==> src/rtl/ubsd_pkg.sv <==
`timescale 1ns / 1ps

package ubsd_pkg;

    localparam int UBSD_QUEUE_DEPTH = 2;
    localparam int CP_W             = 31;

    // result status codes
    typedef enum logic [1:0] {
        ST_OK       = 2'd0,
        ST_BAD_LEAD = 2'd1,
        ST_BAD_CONT = 2'd2
    } t_status;

    // classified byte handed from front to back
    typedef struct packed {
        logic [7:0] data;
        logic [2:0] lead_len;   // 0: cannot lead a sequence
        logic       is_cont;    // matches 10xxxxxx
    } t_cls;

    typedef struct packed {
        logic [CP_W-1:0] code_point;
        logic [2:0]      seq_bytes;
        t_status         status;
        logic [7:0]      offending_byte;
    } t_res;

endpackage

==> src/rtl/ubsd_fifo.sv <==
`timescale 1ns / 1ps

module ubsd_fifo #(
    parameter int WIDTH = 8,
    parameter int DEPTH = 2
) (
    input  logic             i_clk,
    input  logic             i_rst_n,
    input  logic             i_push,
    input  logic [WIDTH-1:0] i_data,
    output logic             o_full,
    input  logic             i_pop,
    output logic [WIDTH-1:0] o_data,
    output logic             o_empty
);

    localparam int PW = (DEPTH > 1) ? $clog2(DEPTH) : 1;
    localparam int CW = $clog2(DEPTH + 1);

    logic [WIDTH-1:0] r_mem [DEPTH];
    logic [PW-1:0]    r_wr, n_wr;
    logic [PW-1:0]    r_rd, n_rd;
    logic [CW-1:0]    r_cnt, n_cnt;
    logic             do_push, do_pop;

    assign o_full  = (r_cnt == CW'(DEPTH));
    assign o_empty = (r_cnt == '0);
    assign o_data  = r_mem[r_rd];
    assign do_push = i_push & ~o_full;
    assign do_pop  = i_pop & ~o_empty;

    always_comb begin
        n_wr  = r_wr;
        n_rd  = r_rd;
        n_cnt = r_cnt;
        if (do_push) begin
            n_wr = (r_wr == PW'(DEPTH - 1)) ? '0 : r_wr + 1'b1;
        end
        if (do_pop) begin
            n_rd = (r_rd == PW'(DEPTH - 1)) ? '0 : r_rd + 1'b1;
        end
        case ({do_push, do_pop})
            2'b10:   n_cnt = r_cnt + 1'b1;
            2'b01:   n_cnt = r_cnt - 1'b1;
            default: n_cnt = r_cnt;
        endcase
    end

    always_ff @(posedge i_clk) begin
        if (!i_rst_n) begin
            r_wr  <= '0;
            r_rd  <= '0;
            r_cnt <= '0;
        end else begin
            r_wr  <= n_wr;
            r_rd  <= n_rd;
            r_cnt <= n_cnt;
        end
    end

    always_ff @(posedge i_clk) begin
        if (do_push) begin
            r_mem[r_wr] <= i_data;
        end
    end

endmodule

==> src/rtl/ubsd_front.sv <==
`timescale 1ns / 1ps

module ubsd_front
    import ubsd_pkg::*;
(
    input  logic [7:0] i_data_byte,
    output t_cls       o_cls
);

    localparam logic [1:0] CONT_TAG  = 2'b10;
    localparam logic [2:0] LEAD2_TAG = 3'b110;
    localparam logic [3:0] LEAD3_TAG = 4'b1110;
    localparam logic [4:0] LEAD4_TAG = 5'b11110;
    localparam logic [5:0] LEAD5_TAG = 6'b111110;
    localparam logic [6:0] LEAD6_TAG = 7'b1111110;

    function automatic logic [2:0] lead_length(input logic [7:0] b);
        logic [2:0] len;
        len = 3'd0;
        if (!b[7])                  len = 3'd1;
        else if (b[7:5] == LEAD2_TAG) len = 3'd2;
        else if (b[7:4] == LEAD3_TAG) len = 3'd3;
        else if (b[7:3] == LEAD4_TAG) len = 3'd4;
        else if (b[7:2] == LEAD5_TAG) len = 3'd5;
        else if (b[7:1] == LEAD6_TAG) len = 3'd6;
        return len;
    endfunction

    always_comb begin
        o_cls.data     = i_data_byte;
        o_cls.lead_len = lead_length(i_data_byte);
        o_cls.is_cont  = (i_data_byte[7:6] == CONT_TAG);
    end

endmodule

==> src/rtl/ubsd_back.sv <==
`timescale 1ns / 1ps

module ubsd_back
    import ubsd_pkg::*;
(
    input  logic i_clk,
    input  logic i_rst_n,
    input  t_cls i_cls,
    input  logic i_cls_valid,
    output logic o_cls_pop,
    input  logic i_res_full,
    output logic o_res_push,
    output t_res o_res
);

    logic [CP_W-1:0] r_acc, n_acc;
    logic [2:0]      r_left, n_left;
    logic [2:0]      r_len, n_len;
    logic            consume;

    // payload bits a leading byte carries: the low (7 - len) bits
    function automatic logic [CP_W-1:0] lead_payload(input logic [7:0] b,
                                                     input logic [2:0] len);
        logic [CP_W-1:0] p;
        p = '0;
        case (len)
            3'd2:    p[4:0] = b[4:0];
            3'd3:    p[3:0] = b[3:0];
            3'd4:    p[2:0] = b[2:0];
            3'd5:    p[1:0] = b[1:0];
            3'd6:    p[0]   = b[0];
            default: p      = '0;
        endcase
        return p;
    endfunction

    assign consume   = i_cls_valid & ~i_res_full;
    assign o_cls_pop = consume;

    always_comb begin
        n_acc      = r_acc;
        n_left     = r_left;
        n_len      = r_len;
        o_res_push = 1'b0;
        o_res      = '{code_point: '0, seq_bytes: 3'd1, status: ST_OK,
                       offending_byte: 8'd0};
        if (consume) begin
            if (r_left == 3'd0) begin
                if (i_cls.lead_len == 3'd0) begin
                    o_res_push           = 1'b1;
                    o_res.status         = ST_BAD_LEAD;
                    o_res.offending_byte = i_cls.data;
                end else if (i_cls.lead_len == 3'd1) begin
                    o_res_push       = 1'b1;
                    o_res.code_point = {{(CP_W - 8){1'b0}}, i_cls.data};
                end else begin
                    n_acc  = lead_payload(i_cls.data, i_cls.lead_len);
                    n_len  = i_cls.lead_len;
                    n_left = i_cls.lead_len - 3'd1;
                end
            end else if (!i_cls.is_cont) begin
                // broken sequence: the byte is dropped, not reparsed as a lead
                o_res_push           = 1'b1;
                o_res.status         = ST_BAD_CONT;
                o_res.seq_bytes      = r_len;
                o_res.offending_byte = i_cls.data;
                n_acc                = '0;
                n_left               = 3'd0;
                n_len                = 3'd0;
            end else begin
                n_acc  = {r_acc[CP_W-7:0], i_cls.data[5:0]};
                n_left = r_left - 3'd1;
                if (r_left == 3'd1) begin
                    o_res_push       = 1'b1;
                    o_res.code_point = {r_acc[CP_W-7:0], i_cls.data[5:0]};
                    o_res.seq_bytes  = r_len;
                    n_acc            = '0;
                    n_len            = 3'd0;
                end
            end
        end
    end

    always_ff @(posedge i_clk) begin
        if (!i_rst_n) begin
            r_acc  <= '0;
            r_left <= 3'd0;
            r_len  <= 3'd0;
        end else begin
            r_acc  <= n_acc;
            r_left <= n_left;
            r_len  <= n_len;
        end
    end

endmodule

==> src/rtl/utf8_byte_stream_decoder.sv <==
`timescale 1ns / 1ps
// Channel  | Dir | Handshake        | Payload
// ---------+-----+------------------+-------------------------------------------------
// byte in  | in  | push / full      | i_data_byte
// result   | out | empty / pop      | o_code_point, o_seq_bytes, o_status, o_offending_byte
//
// One byte per cycle while results drain; the back-end sequencer retires one byte a cycle.
// A byte crosses the byte queue, and its result shows once written into the result queue.
// Valid bytes that end no sequence (multi-byte leads, inner continuations) give no result.
// Reset is synchronous, active low, and empties both queues and the sequencer.
// Pop low stalls the back end when results fill; bytes enter until the byte queue fills.

module utf8_byte_stream_decoder
    import ubsd_pkg::*;
#(
    parameter int QUEUE_DEPTH = UBSD_QUEUE_DEPTH
) (
    input  logic            i_clk,
    input  logic            i_rst_n,
    input  logic            push,
    output logic            full,
    input  logic [7:0]      i_data_byte,
    output logic            empty,
    input  logic            pop,
    output logic [CP_W-1:0] o_code_point,
    output logic [2:0]      o_seq_bytes,
    output logic [1:0]      o_status,
    output logic [7:0]      o_offending_byte
);

    t_cls cls_in, cls_out;
    logic cls_empty, cls_pop;
    t_res res_in, res_out;
    logic res_push, res_full;

    ubsd_front u_front (
        .i_data_byte (i_data_byte),
        .o_cls       (cls_in)
    );

    ubsd_fifo #(
        .WIDTH ($bits(t_cls)),
        .DEPTH (QUEUE_DEPTH)
    ) u_cls_q (
        .i_clk   (i_clk),
        .i_rst_n (i_rst_n),
        .i_push  (push),
        .i_data  (cls_in),
        .o_full  (full),
        .i_pop   (cls_pop),
        .o_data  (cls_out),
        .o_empty (cls_empty)
    );

    ubsd_back u_back (
        .i_clk       (i_clk),
        .i_rst_n     (i_rst_n),
        .i_cls       (cls_out),
        .i_cls_valid (~cls_empty),
        .o_cls_pop   (cls_pop),
        .i_res_full  (res_full),
        .o_res_push  (res_push),
        .o_res       (res_in)
    );

    ubsd_fifo #(
        .WIDTH ($bits(t_res)),
        .DEPTH (QUEUE_DEPTH)
    ) u_res_q (
        .i_clk   (i_clk),
        .i_rst_n (i_rst_n),
        .i_push  (res_push),
        .i_data  (res_in),
        .o_full  (res_full),
        .i_pop   (pop),
        .o_data  (res_out),
        .o_empty (empty)
    );

    assign o_code_point     = res_out.code_point;
    assign o_seq_bytes      = res_out.seq_bytes;
    assign o_status         = res_out.status;
    assign o_offending_byte = res_out.offending_byte;

    a_no_push_when_full: assert property (@(posedge i_clk) disable iff (!i_rst_n)
        res_push |-> !res_full)
        else $error("result pushed into a full queue");

    a_back_pops_only_valid: assert property (@(posedge i_clk) disable iff (!i_rst_n)
        cls_pop |-> !cls_empty)
        else $error("back end consumed from an empty queue");

    a_ok_has_no_offender: assert property (@(posedge i_clk) disable iff (!i_rst_n)
        (!empty && o_status == ST_OK) |-> o_offending_byte == 8'd0)
        else $error("ok result carries an offending byte");

    a_error_has_zero_cp: assert property (@(posedge i_clk) disable iff (!i_rst_n)
        (!empty && o_status != ST_OK) |-> o_code_point == '0)
        else $error("error result carries a code point");

    a_seq_len_range: assert property (@(posedge i_clk) disable iff (!i_rst_n)
        !empty |-> (o_seq_bytes != 3'd0 && o_seq_bytes != 3'd7))
        else $error("sequence length out of range");

endmodule
==> config.mk <==
export PLATFORM = sky130hd
export DESIGN_NAME = utf8_byte_stream_decoder
export DESIGN_NICKNAME = d
export VERILOG_FILES = /design/src/rtl/ubsd_pkg.sv /design/src/rtl/ubsd_fifo.sv /design/src/rtl/ubsd_front.sv /design/src/rtl/ubsd_back.sv /design/src/rtl/utf8_byte_stream_decoder.sv
export SDC_FILE = /design/constraint.sdc
export NUM_CORES = 1
export LEC_CHECK = 0
export CAP_MARGIN = 20
export CORE_ASPECT_RATIO = 1.5
export CORE_UTILIZATION = 50
export DETAILED_ROUTE_END_ITERATION = 10
export DONT_BUFFER_PORTS = 1
export HOLD_SLACK_MARGIN = 0.08
export PLACE_DENSITY_LB_ADDON = 0.1
export SLEW_MARGIN = 20
export SYNTH_ARGS = -nofsm -noshare
export SYNTH_HDL_FRONTEND = slang
export SYNTH_SLANG_ARGS = --single-unit
==> constraint.sdc <==
create_clock -name i_clk -period 10.79 [get_ports i_clk]
set_input_delay 0.5395 -clock i_clk [delete_from_list [all_inputs] [get_ports i_clk]]
set_output_delay 0.5395 -clock i_clk [all_outputs]
set_load 0.03 [all_outputs]
==> flow_metrics.env <==
export IMPL_status="finished, final reports clean"
export IMPL_synth_compound_area_share_pct=6.55
export IMPL_final_util_pct=57.6
export IMPL_nFillCells=977
export IMPL_hold_class="in2reg"
export IMPL_area_delta_synth_final_pct=11.7
export IMPL_worstSetupPathType="reg2reg"
export IMPL_diodes=0
export IMPL_post_cts_resized=0
export IMPL_synth_distinct_cells=46
export IMPL_fin_hold_ws_ns=0.220
export IMPL_die_width_um=93.1
export IMPL_clock_sinks=153
export IMPL_reg2reg_slack_ns=7.48
export IMPL_vias_per_cell=5.64
export IMPL_grt_usage_pct=19.4
export IMPL_rsz0062_at_grt="no"
export IMPL_register_area_mm2=0.00419
export IMPL_ys_ff_latch=153
export IMPL_skew_ns=0.00677
export IMPL_cts_buffers=17
export IMPL_grt_start_max_net_pins=45
export IMPL_fin_crit_sh_pct=30.7
export IMPL_multi_input_area_mm2=0.00191
export IMPL_cts_reportedPaths_clkPinSlew_ns=0.06
export IMPL_dieHeight_um=139
export IMPL_p_leak_uw=0.00243
export IMPL_layout_common_cells="edfxtp_1 (112), nor2_1 (49), mux2_2 (48)"
export IMPL_end_kind="flop"
export IMPL_synth_warnings=0
export IMPL_clkLatencyLatePin_ns=0.41
export IMPL_crit_slowest_cell="dfxtp_1"
export IMPL_ys_flop_type="edfxtp_1"
export IMPL_cp_num_cells=9
export IMPL_synth_top_family_by_area="multiplexers"
export IMPL_crit_chain="mux2_2 > inv_1 > ha_1 > ha_1 > a211oi_1 > nor3_2 > inv_1 > nor2_4 > buf_4"
export IMPL_synth_edf_count=112
export IMPL_hold_buffers=0
export IMPL_grt_pass1_wl_um=18600
export IMPL_setup_tns_final_ns=0
export IMPL_critPathBufInv=3
export IMPL_grt_pass1_vias=3534
export IMPL_antenna_found_initial=0
export IMPL_syn_inst=451
export IMPL_drv_slew=0
export IMPL_setup_viol=0
export IMPL_clockBufferDepth=2
export IMPL_first_iter_violations=178
export IMPL_syn_nets=474
export IMPL_port_buffers=0
export IMPL_cts_setup_buffers=0
export IMPL_p_switching_uw=777
export IMPL_seqPwrFrac_pct=40.7
export IMPL_swShare_pct=37.1
export IMPL_firstDrtPassIters=5
export IMPL_final_common_cell="edfxtp_1"
export IMPL_relSlewSlack_pct=35.1
export IMPL_power_density_mw_per_mm2=301
export IMPL_worstMarginPinSlew_ns=0.971
export IMPL_crit_fanout=42
export IMPL_wl_um=11500
export IMPL_synthesis_area_mm2=0.00622
export IMPL_root_buffer="clkbuf_16"
export IMPL_die_area_mm2=0.0129
export IMPL_grt_overflow_total=0
export IMPL_num_vias=3477
export IMPL_h_tree_depth=4
export IMPL_finalCriticalPeriod_ns=3.31
export IMPL_synth_mux_area_fraction_pct=10.5
export IMPL_hold_viol=0
export IMPL_synth_fa_ha_area_share_pct=2.21
export IMPL_pwr_share_clk_pct=28.0
export IMPL_vdd_drop_max_mv=0.150
export IMPL_start_util_pct=51.5
export IMPL_cp_required_ns=10.84
export IMPL_drive_gt1_share_pct=20.3
export IMPL_power_total_uw=2090
export IMPL_power_internal_uw=1320
export IMPL_wire_per_inst_um=18.6
export IMPL_p_comb_share_pct=31.3
export IMPL_async_flop_share_pct=0
export IMPL_r2r_cells=9
export IMPL_drc_errors=0
export IMPL_critPathLaunchType="flop"
export IMPL_hpwl_um=7640
export IMPL_syn_area_per_cell_um2=13.8
export IMPL_drtAntennaViolNets=0
export IMPL_worst_ep_arrival_time_ns=3.36
export IMPL_crit_family="flip-flops"
export IMPL_synth_xor_area_share_pct=1.13
export IMPL_max_stage_delay_ns=0.77
export IMPL_yosysSeqAreaShare_pct=67.2
export IMPL_drv_cap=0
export IMPL_io_pins=58
export IMPL_cts_tree="built"
export IMPL_synth_simple_area_share_pct=10.1
export IMPL_clock_fmax_ghz=0.302
export IMPL_crit_end="u_res_q.r_mem[0][21]$_DFFE_PP_"
export IMPL_coreArea_mm2=0.0121
export IMPL_r2r_end="u_res_q.r_mem[0][21]$_DFFE_PP_"
export IMPL_std_cell_rows=49
export IMPL_nets=474
export IMPL_place_congestion=0.829
-- sequential cells by signal, summed over array words and instances, names as in the netlist, named ones only --
register and count:
u_res_q.r_wr 1, u_res_q.r_mem 88, u_cls_q.r_mem 24, u_cls_q.r_cnt 2
u_cls_q.r_wr 1, u_cls_q.r_rd 1, u_res_q.r_cnt 2, u_back.r_left 3
u_res_q.r_rd 1, u_back.r_len 3, u_back.r_acc 25
-- kinds of logic (layout without fill, tap and decap cells) --
group / after synthesis / in the layout
flip-flops: 153 / 153
AND/OR/NAND/NOR: 127 / 127
adder cells (fa/ha/maj): 11 / 11
XOR/XNOR: 8 / 8
multiplexers: 58 / 58
AO/OA/AOI/OAI: 59 / 59
buffers and inverters: 35 / 48
-- worst min-delay path by stage --
stage	from	endpoint	slack, ns	depth (start not counted)
finish	i_data_byte[0]	u_cls_q.r_mem[0][4]$_DFFE_PP_	0.22	0
global route	i_data_byte[7]	u_cls_q.r_mem[0][11]$_DFFE_PP_	0.19	0
CTS	i_data_byte[0]	u_cls_q.r_mem[1][4]$_DFFE_PP_	0.21	0
detailed placement	u_back.r_len[2]$_SDFFE_PN0P_	u_back.r_len[2]$_SDFFE_PN0P_	0.44	2
global placement	u_back.r_len[1]$_SDFFE_PN0P_	u_back.r_len[1]$_SDFFE_PN0P_	0.44	2
floorplan	u_back.r_len[1]$_SDFFE_PN0P_	u_back.r_len[1]$_SDFFE_PN0P_	0.43	2
-- synthesized netlist by cell type, types with 2 or more instances --
library cell | number | area [um2]
mux2_2 | 48 | 541
o21ai_0 | 6 | 30.0
buf_2 | 5 | 25.0
xnor2_1 | 5 | 43.8
nand2_1 | 17 | 63.8
a211oi_1 | 3 | 22.5
nor2b_1 | 3 | 18.8
buf_1 | 3 | 11.3
and3_1 | 26 | 163
edfxtp_1 | 112 | 3360
mux2i_1 | 9 | 90.1
nand3_1 | 5 | 25.0
nand2b_1 | 6 | 37.5
inv_1 | 12 | 45.0
nor3_2 | 2 | 20.0
clkbuf_1 | 13 | 48.8
nor2_1 | 50 | 188
o21ai_2 | 2 | 17.5
or3_1 | 4 | 25.0
xor2_1 | 3 | 26.3
nor3_1 | 5 | 25.0
o21a_1 | 3 | 22.5
dfxtp_1 | 41 | 821
and2_1 | 3 | 18.8
a31oi_1 | 2 | 12.5
ha_1 | 11 | 138
nand3b_1 | 2 | 15.0
a21oi_1 | 13 | 65.1
a22oi_1 | 20 | 150
-- per-layer routing --
metal	wire length, um	vias up	global-route usage, %
li1	-	1669	-
met1	4430	1687	21.3
met2	6200	90	34.0
met3	457	31	5.70
met4	416	0	8.91
met5	0	-	0
-- power groups by stage --
stage,Sequential (uW),Clock [uW],Combinational [uW]
detailed placement,867,0,659
floorplan,831,0,570
global route,870,620,700
finish,851,585,656
global placement,860,0,652
CTS,855,595,661
-- metrics by stage --
step	area (um2)	worst slack [ns]	cells
2_1_floorplan	6220	6.58	451
3_3_place_gp	6350	7.43	585
3_5_place_dp	6360	7.30	585
4_1_cts	6950	7.29	617
5_1_grt	6950	7.23	617
6_report	6950	7.48	617
-- layout make-up --
type | instances | share of cell area, %
tap | 153 | 2.75
clock inverter | 15 | 2.37
clock buffer | 17 | 6.12
inverter | 13 | 0.702
sequential | 153 | 60.2
timing repair buffer | 3 | 0.324
multi-input combinational | 263 | 27.5
No activity file was read; power rests on OpenSTA's default activity.
